==> src/sv/line_edit_buffer_top_macros.svh <==
// Assertion macros shared by the line edit buffer RTL.
// Expects signals named clk and rst in the scope of each use.
`ifndef LINE_EDIT_BUFFER_TOP_MACROS_SVH
`define LINE_EDIT_BUFFER_TOP_MACROS_SVH

// The condition holds at every clock edge outside reset.
`define LEB_ASSERT_ALWAYS(lbl, cond, msg) \
  lbl: assert property (@(posedge clk) disable iff (rst) (cond)) else $error(msg);

// The consequent holds in the same cycle as the antecedent.
`define LEB_ASSERT_IMPLY(lbl, ante, cons, msg) \
  lbl: assert property (@(posedge clk) disable iff (rst) (ante) |-> (cons)) else $error(msg);

// The consequent holds in the cycle after the antecedent.
`define LEB_ASSERT_IMPLY_NEXT(lbl, ante, cons, msg) \
  lbl: assert property (@(posedge clk) disable iff (rst) (ante) |=> (cons)) else $error(msg);

`endif

==> src/sv/leb_pkg.sv <==
// Package for the line edit buffer: sizes, command and key codes, types.
// Used by every RTL module of the block but leb_ram; depends on nothing.
`default_nettype none

package leb_pkg;

  // Line storage.
  localparam int LINE_CAPACITY = 80;
  localparam int PTR_W         = $clog2(LINE_CAPACITY + 1);
  localparam int ADDR_W        = $clog2(LINE_CAPACITY);
  localparam int CHAR_W        = 7;
  localparam int KEY_W         = 8;
  localparam int CMD_W         = 2;
  localparam int WIDTH_W       = 7;

  localparam logic [PTR_W-1:0]   CAP_LEN           = PTR_W'(LINE_CAPACITY);
  localparam logic [WIDTH_W-1:0] FIELD_WIDTH_RESET = WIDTH_W'(40);

  // Item commands.
  localparam logic [CMD_W-1:0] CMD_KEY  = 2'd0;
  localparam logic [CMD_W-1:0] CMD_SET  = 2'd1;
  localparam logic [CMD_W-1:0] CMD_READ = 2'd2;

  // Key codes.
  localparam logic [KEY_W-1:0] KEY_BACKSPACE = 8'd15;
  localparam logic [KEY_W-1:0] KEY_DELETE    = 8'd3;
  localparam logic [KEY_W-1:0] KEY_CLEAR     = 8'd7;
  localparam logic [KEY_W-1:0] KEY_RIGHT     = 8'd9;
  localparam logic [KEY_W-1:0] KEY_LEFT      = 8'd8;
  localparam logic [KEY_W-1:0] KEY_HOME      = 8'd147;
  localparam logic [KEY_W-1:0] KEY_END       = 8'd132;
  localparam logic [KEY_W-1:0] KEY_PRINT_LO  = 8'd32;
  localparam logic [KEY_W-1:0] KEY_PRINT_HI  = 8'd126;

  // Sequencer states.
  typedef enum logic [1:0] {
    ST_IDLE,
    ST_SHIFT,
    ST_READ,
    ST_DONE
  } ctrl_state_t;

  // Kind of shift pass over the line memory.
  typedef enum logic {
    OP_REMOVE,
    OP_INSERT
  } shift_op_t;

  // Result of one item as handed from the sequencer to the view stage.
  typedef struct packed {
    logic [PTR_W-1:0]  cursor;
    logic [PTR_W-1:0]  length;
    logic              redraw;
    logic [CHAR_W-1:0] rd_char;
  } leb_result_t;

endpackage

`default_nettype wire

==> src/sv/line_edit_buffer_top.sv <==
// Line edit buffer: one editable text line with cursor and horizontal view.
// Use: items enter on the in channel (cmd, key_code, position); each item
// gives exactly one result on the out channel. The field width register is
// written by a transfer on the cfg channel, which is always ready. The user
// must write it only while no item is in flight; the block does not enforce
// this. Reset empties the line, puts the cursor at 0 and sets the field
// width to 40; the character RAM itself is not cleared.
// Flow: an item is taken in the idle state. Cursor moves, set-cursor and
// ignored keys go from idle straight to the done state; a read inside the
// line passes through the read state first, a read past its end does not.
// Backspace, delete and insert run a shift pass through the character RAM,
// one character a cycle, before the done state. The view stage holds the
// result in its two registers before it appears. The next item is taken once
// the sequencer has handed its result to the view stage, so a result may
// wait on the out channel while the next item is already at work. When the
// receiver stalls, results back up through the two view registers and then
// the sequencer holds, with in_ready low, until the out channel moves again.
// Depends on leb_pkg, leb_ctrl, leb_view and leb_ram.
`default_nettype none

module line_edit_buffer_top
  import leb_pkg::*;
(
  input  wire logic                 clk,
  input  wire logic                 rst,
  input  wire logic                 in_valid,
  output logic                      in_ready,
  input  wire logic [CMD_W-1:0]     cmd,
  input  wire logic [KEY_W-1:0]     key_code,
  input  wire logic [PTR_W-1:0]     position,
  output logic                      out_valid,
  input  wire logic                 out_ready,
  output logic      [PTR_W-1:0]     cursor_pos,
  output logic      [PTR_W-1:0]     line_length,
  output logic                      redraw,
  output logic      [CHAR_W-1:0]    read_char,
  output logic      [PTR_W-1:0]     scroll_offset,
  output logic      [PTR_W-1:0]     visible_count,
  input  wire logic                 cfg_valid,
  output logic                      cfg_ready,
  input  wire logic [WIDTH_W-1:0]   field_width
);

  logic        res_valid;
  logic        res_ready;
  leb_result_t res;

  // Item sequencer with the character store.
  leb_ctrl u_ctrl (
    .clk       (clk),
    .rst       (rst),
    .in_valid  (in_valid),
    .in_ready  (in_ready),
    .cmd       (cmd),
    .key_code  (key_code),
    .position  (position),
    .res_valid (res_valid),
    .res_ready (res_ready),
    .res       (res)
  );

  // View arithmetic and output register.
  leb_view u_view (
    .clk           (clk),
    .rst           (rst),
    .cfg_valid     (cfg_valid),
    .cfg_ready     (cfg_ready),
    .field_width   (field_width),
    .res_valid     (res_valid),
    .res_ready     (res_ready),
    .res           (res),
    .out_valid     (out_valid),
    .out_ready     (out_ready),
    .cursor_pos    (cursor_pos),
    .line_length   (line_length),
    .redraw        (redraw),
    .read_char     (read_char),
    .scroll_offset (scroll_offset),
    .visible_count (visible_count)
  );

endmodule

`default_nettype wire

==> src/sv/leb_ram.sv <==
// Generic single-port-write, single-port-read RAM with a registered read.
// Stand-alone; used for the character store of the line edit buffer.
`default_nettype none

module leb_ram #(
  parameter int WIDTH = 8,
  parameter int DEPTH = 16
) (
  input  wire logic                     clk,
  input  wire logic                     we,
  input  wire logic [$clog2(DEPTH)-1:0] waddr,
  input  wire logic [WIDTH-1:0]         wdata,
  input  wire logic [$clog2(DEPTH)-1:0] raddr,
  output logic      [WIDTH-1:0]         rdata
);

  logic [WIDTH-1:0] mem [DEPTH];

  // Write port.
  always_ff @(posedge clk) begin
    if (we) begin
      mem[waddr] <= wdata;
    end
  end

  // Read port, registered.
  always_ff @(posedge clk) begin
    rdata <= mem[raddr];
  end

endmodule

`default_nettype wire

==> src/sv/leb_ctrl.sv <==
// Sequencer of the line edit buffer: decodes items, keeps cursor and length,
// and runs shift passes over the character RAM. Depends on leb_pkg, leb_ram.
`default_nettype none

`include "line_edit_buffer_top_macros.svh"

module leb_ctrl
  import leb_pkg::*;
(
  input  wire logic               clk,
  input  wire logic               rst,
  input  wire logic               in_valid,
  output logic                    in_ready,
  input  wire logic [CMD_W-1:0]   cmd,
  input  wire logic [KEY_W-1:0]   key_code,
  input  wire logic [PTR_W-1:0]   position,
  output logic                    res_valid,
  input  wire logic               res_ready,
  output leb_result_t             res
);

  ctrl_state_t state, state_next;
  shift_op_t   op, op_next;

  logic [PTR_W-1:0]  cursor, cursor_next;
  logic [PTR_W-1:0]  length, length_next;
  logic [PTR_W-1:0]  idx, idx_next;
  logic              pend, pend_next;
  logic [PTR_W-1:0]  pend_dst, pend_dst_next;
  logic [CHAR_W-1:0] key_char, key_char_next;
  logic              dec_cursor, dec_cursor_next;
  logic              redraw, redraw_next;
  logic [CHAR_W-1:0] rd_char, rd_char_next;

  logic              ram_we;
  logic [ADDR_W-1:0] ram_waddr;
  logic [CHAR_W-1:0] ram_wdata;
  logic [ADDR_W-1:0] ram_raddr;
  logic [CHAR_W-1:0] ram_rdata;

  logic              accept;
  logic              more;
  logic              printable;
  logic [PTR_W:0]    idx_inc;

  // Character store.
  leb_ram #(
    .WIDTH (CHAR_W),
    .DEPTH (LINE_CAPACITY)
  ) u_ram (
    .clk   (clk),
    .we    (ram_we),
    .waddr (ram_waddr),
    .wdata (ram_wdata),
    .raddr (ram_raddr),
    .rdata (ram_rdata)
  );

  assign accept    = in_valid && in_ready;
  assign idx_inc   = {1'b0, idx} + {{PTR_W{1'b0}}, 1'b1};
  assign printable = (key_code >= KEY_PRINT_LO) && (key_code <= KEY_PRINT_HI);

  // A shift pass has another step while the destination stays inside the range.
  assign more = (op == OP_REMOVE) ? (idx_inc < {1'b0, length}) : (idx > cursor);

  // Next state.
  always_comb begin
    state_next = state;
    case (state)
      ST_IDLE: begin
        if (accept) begin
          state_next = ST_DONE;
          if (cmd == CMD_READ) begin
            if (position < length) begin
              state_next = ST_READ;
            end
          end else if (cmd == CMD_KEY) begin
            case (key_code)
              KEY_BACKSPACE: begin
                if (cursor != '0) begin
                  state_next = ST_SHIFT;
                end
              end
              KEY_DELETE: begin
                if (cursor < length) begin
                  state_next = ST_SHIFT;
                end
              end
              KEY_CLEAR, KEY_RIGHT, KEY_LEFT, KEY_HOME, KEY_END: begin
                state_next = ST_DONE;
              end
              default: begin
                if (printable && (length < CAP_LEN)) begin
                  state_next = ST_SHIFT;
                end
              end
            endcase
          end
        end
      end
      ST_SHIFT: begin
        if (!more && !pend) begin
          state_next = ST_DONE;
        end
      end
      ST_READ: begin
        state_next = ST_DONE;
      end
      ST_DONE: begin
        if (res_ready) begin
          state_next = ST_IDLE;
        end
      end
      default: begin
        state_next = ST_IDLE;
      end
    endcase
  end

  // Outputs and datapath.
  always_comb begin
    in_ready        = (state == ST_IDLE);
    res_valid       = (state == ST_DONE);
    cursor_next     = cursor;
    length_next     = length;
    idx_next        = idx;
    op_next         = op;
    pend_next       = 1'b0;
    pend_dst_next   = pend_dst;
    key_char_next   = key_char;
    dec_cursor_next = dec_cursor;
    redraw_next     = redraw;
    rd_char_next    = rd_char;
    ram_we          = 1'b0;
    ram_waddr       = pend_dst[ADDR_W-1:0];
    ram_wdata       = ram_rdata;
    ram_raddr       = position[ADDR_W-1:0];

    case (state)
      ST_IDLE: begin
        if (accept) begin
          redraw_next     = 1'b0;
          rd_char_next    = '0;
          dec_cursor_next = 1'b0;
          key_char_next   = key_code[CHAR_W-1:0];
          case (cmd)
            CMD_KEY: begin
              case (key_code)
                KEY_BACKSPACE: begin
                  if (cursor != '0) begin
                    op_next         = OP_REMOVE;
                    idx_next        = cursor - PTR_W'(1);
                    dec_cursor_next = 1'b1;
                    redraw_next     = 1'b1;
                  end
                end
                KEY_DELETE: begin
                  if (cursor < length) begin
                    op_next     = OP_REMOVE;
                    idx_next    = cursor;
                    redraw_next = 1'b1;
                  end
                end
                KEY_CLEAR: begin
                  cursor_next = '0;
                  length_next = '0;
                  redraw_next = 1'b1;
                end
                KEY_RIGHT: begin
                  if (cursor < length) begin
                    cursor_next = cursor + PTR_W'(1);
                  end
                  redraw_next = 1'b1;
                end
                KEY_LEFT: begin
                  if (cursor != '0) begin
                    cursor_next = cursor - PTR_W'(1);
                  end
                  redraw_next = 1'b1;
                end
                KEY_HOME: begin
                  cursor_next = '0;
                  redraw_next = 1'b1;
                end
                KEY_END: begin
                  cursor_next = length;
                  redraw_next = 1'b1;
                end
                default: begin
                  if (printable && (length < CAP_LEN)) begin
                    op_next     = OP_INSERT;
                    idx_next    = length;
                    redraw_next = 1'b1;
                  end
                end
              endcase
            end
            CMD_SET: begin
              cursor_next = (position > length) ? length : position;
              redraw_next = 1'b1;
            end
            CMD_READ: begin
              ram_raddr = position[ADDR_W-1:0];
            end
            default: begin
              redraw_next = 1'b0;
            end
          endcase
        end
      end

      // One step a cycle: read the source now, write the data read last cycle.
      ST_SHIFT: begin
        ram_we = pend;
        if (more) begin
          pend_next     = 1'b1;
          pend_dst_next = idx;
          if (op == OP_REMOVE) begin
            ram_raddr = idx_inc[ADDR_W-1:0];
            idx_next  = idx_inc[PTR_W-1:0];
          end else begin
            ram_raddr = ADDR_W'(idx - PTR_W'(1));
            idx_next  = idx - PTR_W'(1);
          end
        end else if (!pend) begin
          if (op == OP_INSERT) begin
            ram_we      = 1'b1;
            ram_waddr   = cursor[ADDR_W-1:0];
            ram_wdata   = key_char;
            cursor_next = cursor + PTR_W'(1);
            length_next = length + PTR_W'(1);
          end else begin
            length_next = length - PTR_W'(1);
            if (dec_cursor) begin
              cursor_next = cursor - PTR_W'(1);
            end
          end
        end
      end

      ST_READ: begin
        rd_char_next = ram_rdata;
      end

      ST_DONE: begin
        pend_next = 1'b0;
      end

      default: begin
        pend_next = 1'b0;
      end
    endcase
  end

  // Result handed to the view stage.
  always_comb begin
    res.cursor  = cursor;
    res.length  = length;
    res.redraw  = redraw;
    res.rd_char = rd_char;
  end

  // Control state.
  always_ff @(posedge clk) begin
    if (rst) begin
      state  <= ST_IDLE;
      cursor <= '0;
      length <= '0;
      pend   <= 1'b0;
    end else begin
      state  <= state_next;
      cursor <= cursor_next;
      length <= length_next;
      pend   <= pend_next;
    end
  end

  // Working registers of the current item.
  always_ff @(posedge clk) begin
    op         <= op_next;
    idx        <= idx_next;
    pend_dst   <= pend_dst_next;
    key_char   <= key_char_next;
    dec_cursor <= dec_cursor_next;
    redraw     <= redraw_next;
    rd_char    <= rd_char_next;
  end

  // The line never grows beyond its capacity.
  `LEB_ASSERT_ALWAYS(a_len_cap, length <= CAP_LEN, "line length exceeds capacity")
  // The cursor never passes the end of the line.
  `LEB_ASSERT_ALWAYS(a_cur_len, cursor <= length, "cursor beyond line length")
  // The character store is only written during a shift pass.
  `LEB_ASSERT_IMPLY(a_we_shift, ram_we, state == ST_SHIFT, "RAM write outside shift pass")
  // A result that is not taken is held unchanged.
  `LEB_ASSERT_IMPLY_NEXT(a_res_hold, res_valid && !res_ready, res_valid && $stable(res), "result changed while stalled")

endmodule

`default_nettype wire

==> src/sv/leb_view.sv <==
// View stage of the line edit buffer: holds the field width register and
// works out scroll offset and visible count. Depends on leb_pkg.
`default_nettype none

module leb_view
  import leb_pkg::*;
(
  input  wire logic                 clk,
  input  wire logic                 rst,
  input  wire logic                 cfg_valid,
  output logic                      cfg_ready,
  input  wire logic [WIDTH_W-1:0]   field_width,
  input  wire logic                 res_valid,
  output logic                      res_ready,
  input  wire leb_result_t          res,
  output logic                      out_valid,
  input  wire logic                 out_ready,
  output logic      [PTR_W-1:0]     cursor_pos,
  output logic      [PTR_W-1:0]     line_length,
  output logic                      redraw,
  output logic      [CHAR_W-1:0]    read_char,
  output logic      [PTR_W-1:0]     scroll_offset,
  output logic      [PTR_W-1:0]     visible_count
);

  logic [WIDTH_W-1:0] width_cfg;
  logic               s1_valid;
  leb_result_t        s1;
  logic [PTR_W-1:0]   s1_scroll;
  logic [PTR_W-1:0]   scroll_calc;
  logic [PTR_W-1:0]   vis_diff;
  logic [PTR_W-1:0]   vis_calc;
  logic               s1_adv;
  logic               take;

  assign cfg_ready = 1'b1;
  assign s1_adv    = s1_valid && (!out_valid || out_ready);
  assign res_ready = !s1_valid || s1_adv;
  assign take      = res_valid && res_ready;

  // Scroll offset: first visible index once the cursor reaches the width.
  always_comb begin
    if (res.cursor >= width_cfg) begin
      scroll_calc = res.cursor - width_cfg + PTR_W'(1);
    end else begin
      scroll_calc = '0;
    end
  end

  // Visible count: what lies beyond the offset, capped at the width.
  always_comb begin
    vis_diff = s1.length - s1_scroll;
    if (s1.length > s1_scroll) begin
      vis_calc = (vis_diff > width_cfg) ? width_cfg : vis_diff;
    end else begin
      vis_calc = '0;
    end
  end

  // Field width register, written by a transfer on the configuration port.
  always_ff @(posedge clk) begin
    if (rst) begin
      width_cfg <= FIELD_WIDTH_RESET;
    end else if (cfg_valid && cfg_ready) begin
      width_cfg <= field_width;
    end
  end

  // Valid flags of the two stages.
  always_ff @(posedge clk) begin
    if (rst) begin
      s1_valid  <= 1'b0;
      out_valid <= 1'b0;
    end else begin
      if (take) begin
        s1_valid <= 1'b1;
      end else if (s1_adv) begin
        s1_valid <= 1'b0;
      end
      if (s1_adv) begin
        out_valid <= 1'b1;
      end else if (out_ready) begin
        out_valid <= 1'b0;
      end
    end
  end

  // Payload of the two stages.
  always_ff @(posedge clk) begin
    if (take) begin
      s1        <= res;
      s1_scroll <= scroll_calc;
    end
    if (s1_adv) begin
      cursor_pos    <= s1.cursor;
      line_length   <= s1.length;
      redraw        <= s1.redraw;
      read_char     <= s1.rd_char;
      scroll_offset <= s1_scroll;
      visible_count <= vis_calc;
    end
  end

endmodule

`default_nettype wire
==> config.mk <==
export PLATFORM = sky130hd
export DESIGN_NAME = line_edit_buffer_top
export DESIGN_NICKNAME = d
export VERILOG_FILES = /design/src/sv/leb_pkg.sv /design/src/sv/line_edit_buffer_top.sv /design/src/sv/leb_ram.sv /design/src/sv/leb_ctrl.sv /design/src/sv/leb_view.sv
export VERILOG_INCLUDE_DIRS = /design/src /design/src/sv
export SDC_FILE = /design/constraint.sdc
export NUM_CORES = 1
export LEC_CHECK = 0
export ABC_AREA = 1
export BUFFER_PORTS_ARGS = -buffer_cell sky130_fd_sc_hd__clkbuf_2
export CORE_ASPECT_RATIO = 0.8
export CORE_UTILIZATION = 35
export DETAILED_ROUTE_END_ITERATION = 6
export HOLD_SLACK_MARGIN = 0.15
export PLACE_DENSITY = 0.6
export REMOVE_ABC_BUFFERS = 1
export SLEW_MARGIN = 25
export SYNTH_ARGS = -nofsm -noshare
export SYNTH_HDL_FRONTEND = slang
export SYNTH_HIERARCHICAL = 1
export SYNTH_SLANG_ARGS = --single-unit
==> constraint.sdc <==
create_clock -name clk -period 10.38 [get_ports clk]
set_input_delay 0.519 -clock clk [delete_from_list [all_inputs] [get_ports clk]]
set_output_delay 0.519 -clock clk [all_outputs]
set_load 0.01 [all_outputs]
==> reports/metrics.cfg <==
[global_routing]
grt_max_degree = 206
grt.total_usage = 0.186
overflow = 0
antenna_found_initial = 3
grt_pass1_wl_mm = 127
grt_pass1_vias = 20000

[setup_path]
worstPathCellList = ha_1 -> nand2_1 -> inv_1 -> nand3_1 -> xor2_1 -> inv_1 -> ha_1 -> or2_1 -> a21oi_1 -> nand2_1 -> inv_1 -> nand2_2 -> nand2_2 -> nand2_2 -> o21ai_4 -> buf_4 -> inv_8 -> buf_4 -> o21ai_0 -> o22ai_1 -> o21ai_0 -> nand2_1 -> nand3_1 -> nand2_1
worstReg2RegEnd = u_ctrl/u_ram/rdata[5]$_DFF_P_
cp_slowest_cell = buf_4
required_ns = 10.91
arrival_ns = 6.05
crit_buf_inv = 6
cp_max_fo = 116
cp_common_cell = nand2_1
reg2reg_from = u_ctrl/idx[0]$_DFFE_PP_
crit_type = reg -> reg
critPathTopFamily = buffers and inverters
endpoint_kind = flip-flop
start_kind = flip-flop
cpPeakStageDelay_ns = 0.68
ff2ff_path_depth = 24
regToRegSetupSlack_ns = 4.86

[clock_tree]
cts_root_buf = clkbuf_16
path_clk_slew_ns = 0.06
clockBufferDepth = 3
cts-htree-levels = 3
cts_setup_buffers = 0
cts_resized = 0
hold_buffers = 4
cts_tree = built
cts_buffers = 75
cts.sinks = 689
clkLatencyLatePin_ns = 0.64

[place]
hpwl_mm = 51.2
dp.cells = 4039
portBuffers = 66
gp_congestion = 0.924
place_ws_ns = 4.81
dpl_cell_area_mm2 = 0.0324

[detailed_routing]
dr.first_iter.drc_count = 2320
viasPerCell = 5.13
vias = 21500
dr.pass1.iters = 6
wl_per_cell_um = 20.2
wl_mm = 84.4
drc = 0
ant_nets = 0

[floorplan]
core_area_mm2 = 0.0877
die_h_um = 268
die_area_mm2 = 0.0900
start_util = 0.354
rows = 97
dieWidth_um = 335
io_pins = 68

[sta]
timing.fmax_ghz = 0.181
worst_slack_ns = 4.86
period_needed_ns = 5.52
setup_viol = 0
slew_headroom = 0.288
rsz0062_at_grt = no
tightestPinTransition_ns = 1.07
finalHoldViolCount = 0
skew_ns = 0.0303
timing.final.crit_share = 0.532
timing.final.max_slew_violations = 0

[min_path]
min_delay_path_depth = 1
hp-start = key_code[4]
hp-class = in -> reg
hold_end = u_ctrl/key_char[4]$_DFFE_PP_

[synth]
synth_warnings = 6
ys_ff_latch = 689
ys_seq_area_frac = 0.655
synth_top_flop_cell = edfxtp_1
synthArstFlopShare = 0
postSynthCellCount = 2899
synth_edf_count = 656
syn_avg_cell_area_um2 = 10.7
yosysUniqueCellTypes = 54
syn-cell-area_mm2 = 0.0311

[cells_and_area]
n_antenna_cell = 0
fill_cells = 8433
drive_above_1_share = 0.0940
instances_no_fill = 4178
syn_to_final_growth_pct = 12.9
fin_area_mm2 = 0.0351
final_nets = 3033
layout.cells.most_common_list = nand2_1 (782), edfxtp_1 (656), nand3_1 (480)
final_common_cell = nand2_1

[pwr]
ir_drop_mv = 0.229
p_total_mw = 9.51
power.leakage_nw = 13.0
p_per_area_mw_per_mm2 = 271

[run]
timing.max_cap.violations = 0

[status]
status = finished, final reports clean

-- registers in the layout (all words and copies together), names as in the netlist, 2 cells and up --
register / flops
u_ctrl/cursor: 7
u_ctrl/idx: 7
u_ctrl/key_char: 7
u_ctrl/length: 7
u_ctrl/pend_dst: 7
u_ctrl/rd_char: 7
u_ctrl/state: 2
u_ctrl/u_ram/mem: 560
u_ctrl/u_ram/rdata: 7
u_view/cursor_pos: 7
u_view/line_length: 7
u_view/read_char: 7
u_view/s1: 22
u_view/s1_scroll: 7
u_view/scroll_offset: 7
u_view/visible_count: 7
u_view/width_cfg: 7
-- synth_stat cells (19+ instances only) --
cell type	number	area, um^2
a21oi_1	45	225
edfxtp_1	656	19700
nand3_1	480	2400
o21ai_0	97	485
nor2_1	227	852
inv_1	163	612
nand2_1	783	2940
clkbuf_1	29	109
ha_1	67	838
dfxtp_1	33	661
buf_2	65	325
o22ai_1	21	131
o21ai_1	19	95.1
nand2_2	20	125
-- power breakdown --
part           switching, mW  internal, mW  leakage [nW]  total [mW]
clock                   1.13          1.68          1.25        2.82
combinational           2.19         0.713          5.54        2.90
sequential             0.133          3.65          6.21        3.79
total                   3.46          6.05          13.0        9.51
-- area by class of cell --
| type | instances | area, um^2 | area share |
|---|---|---|---|
| Timing Repair Buffer | 92 | 561 | 0.0160 |
| Clock inverter | 48 | 651 | 0.0186 |
| Tap cell | 1188 | 1490 | 0.0424 |
| Sequential cell | 689 | 20400 | 0.581 |
| Inverter | 178 | 678 | 0.0193 |
| Clock buffer | 87 | 1940 | 0.0554 |
| Multi-Input combinational cell | 1896 | 9390 | 0.268 |
-- how the worst max path moves through the flow --
stage,start,endpoint,slack (ns),cells after the start
floorplan,u_ctrl/idx[0]$_DFFE_PP_,u_ctrl/u_ram/rdata[0]$_DFF_P_,-14.42,22
global placement,u_ctrl/idx[0]$_DFFE_PP_,u_ctrl/u_ram/rdata[4]$_DFF_P_,4.86,25
detailed placement,u_ctrl/idx[0]$_DFFE_PP_,u_ctrl/u_ram/rdata[4]$_DFF_P_,4.81,25
CTS,u_ctrl/idx[0]$_DFFE_PP_,u_ctrl/u_ram/rdata[4]$_DFF_P_,4.80,25
global route,u_ctrl/idx[0]$_DFFE_PP_,u_ctrl/u_ram/rdata[4]$_DFF_P_,4.40,24
finish,u_ctrl/idx[0]$_DFFE_PP_,u_ctrl/u_ram/rdata[5]$_DFF_P_,4.86,24
-- metal layers --
metal,share of wire,vias up,global-route usage
met4,0.023,6,0.0555
li1,-,10100,-
met3,0.090,120,0.0420
met2,0.43,852,0.271
met5,0.00055,-,0
met1,0.46,10300,0.276
-- through the flow --
step,utilization,TNS [ns],hold slack [ns]
5_1_grt,0.400,0,0.160
3_5_place_dp,0.370,0,0.405
3_3_place_gp,0.369,0,0.402
2_1_floorplan,-,-100.93,0.400
4_1_cts,0.400,0,0.153
6_report,0.400,0,0.177
-- cell families after synthesis --
group	count (synthesis)	share of synthesized area
simple gates	1576	0.220
flops	689	0.655
buf+inv	314	0.0467
compound gates	227	0.0422
fa+ha+maj	72	0.0302
xor+xnor	20	0.00564
other cells	1	0.000121
(Power assumes the default switching activity.)
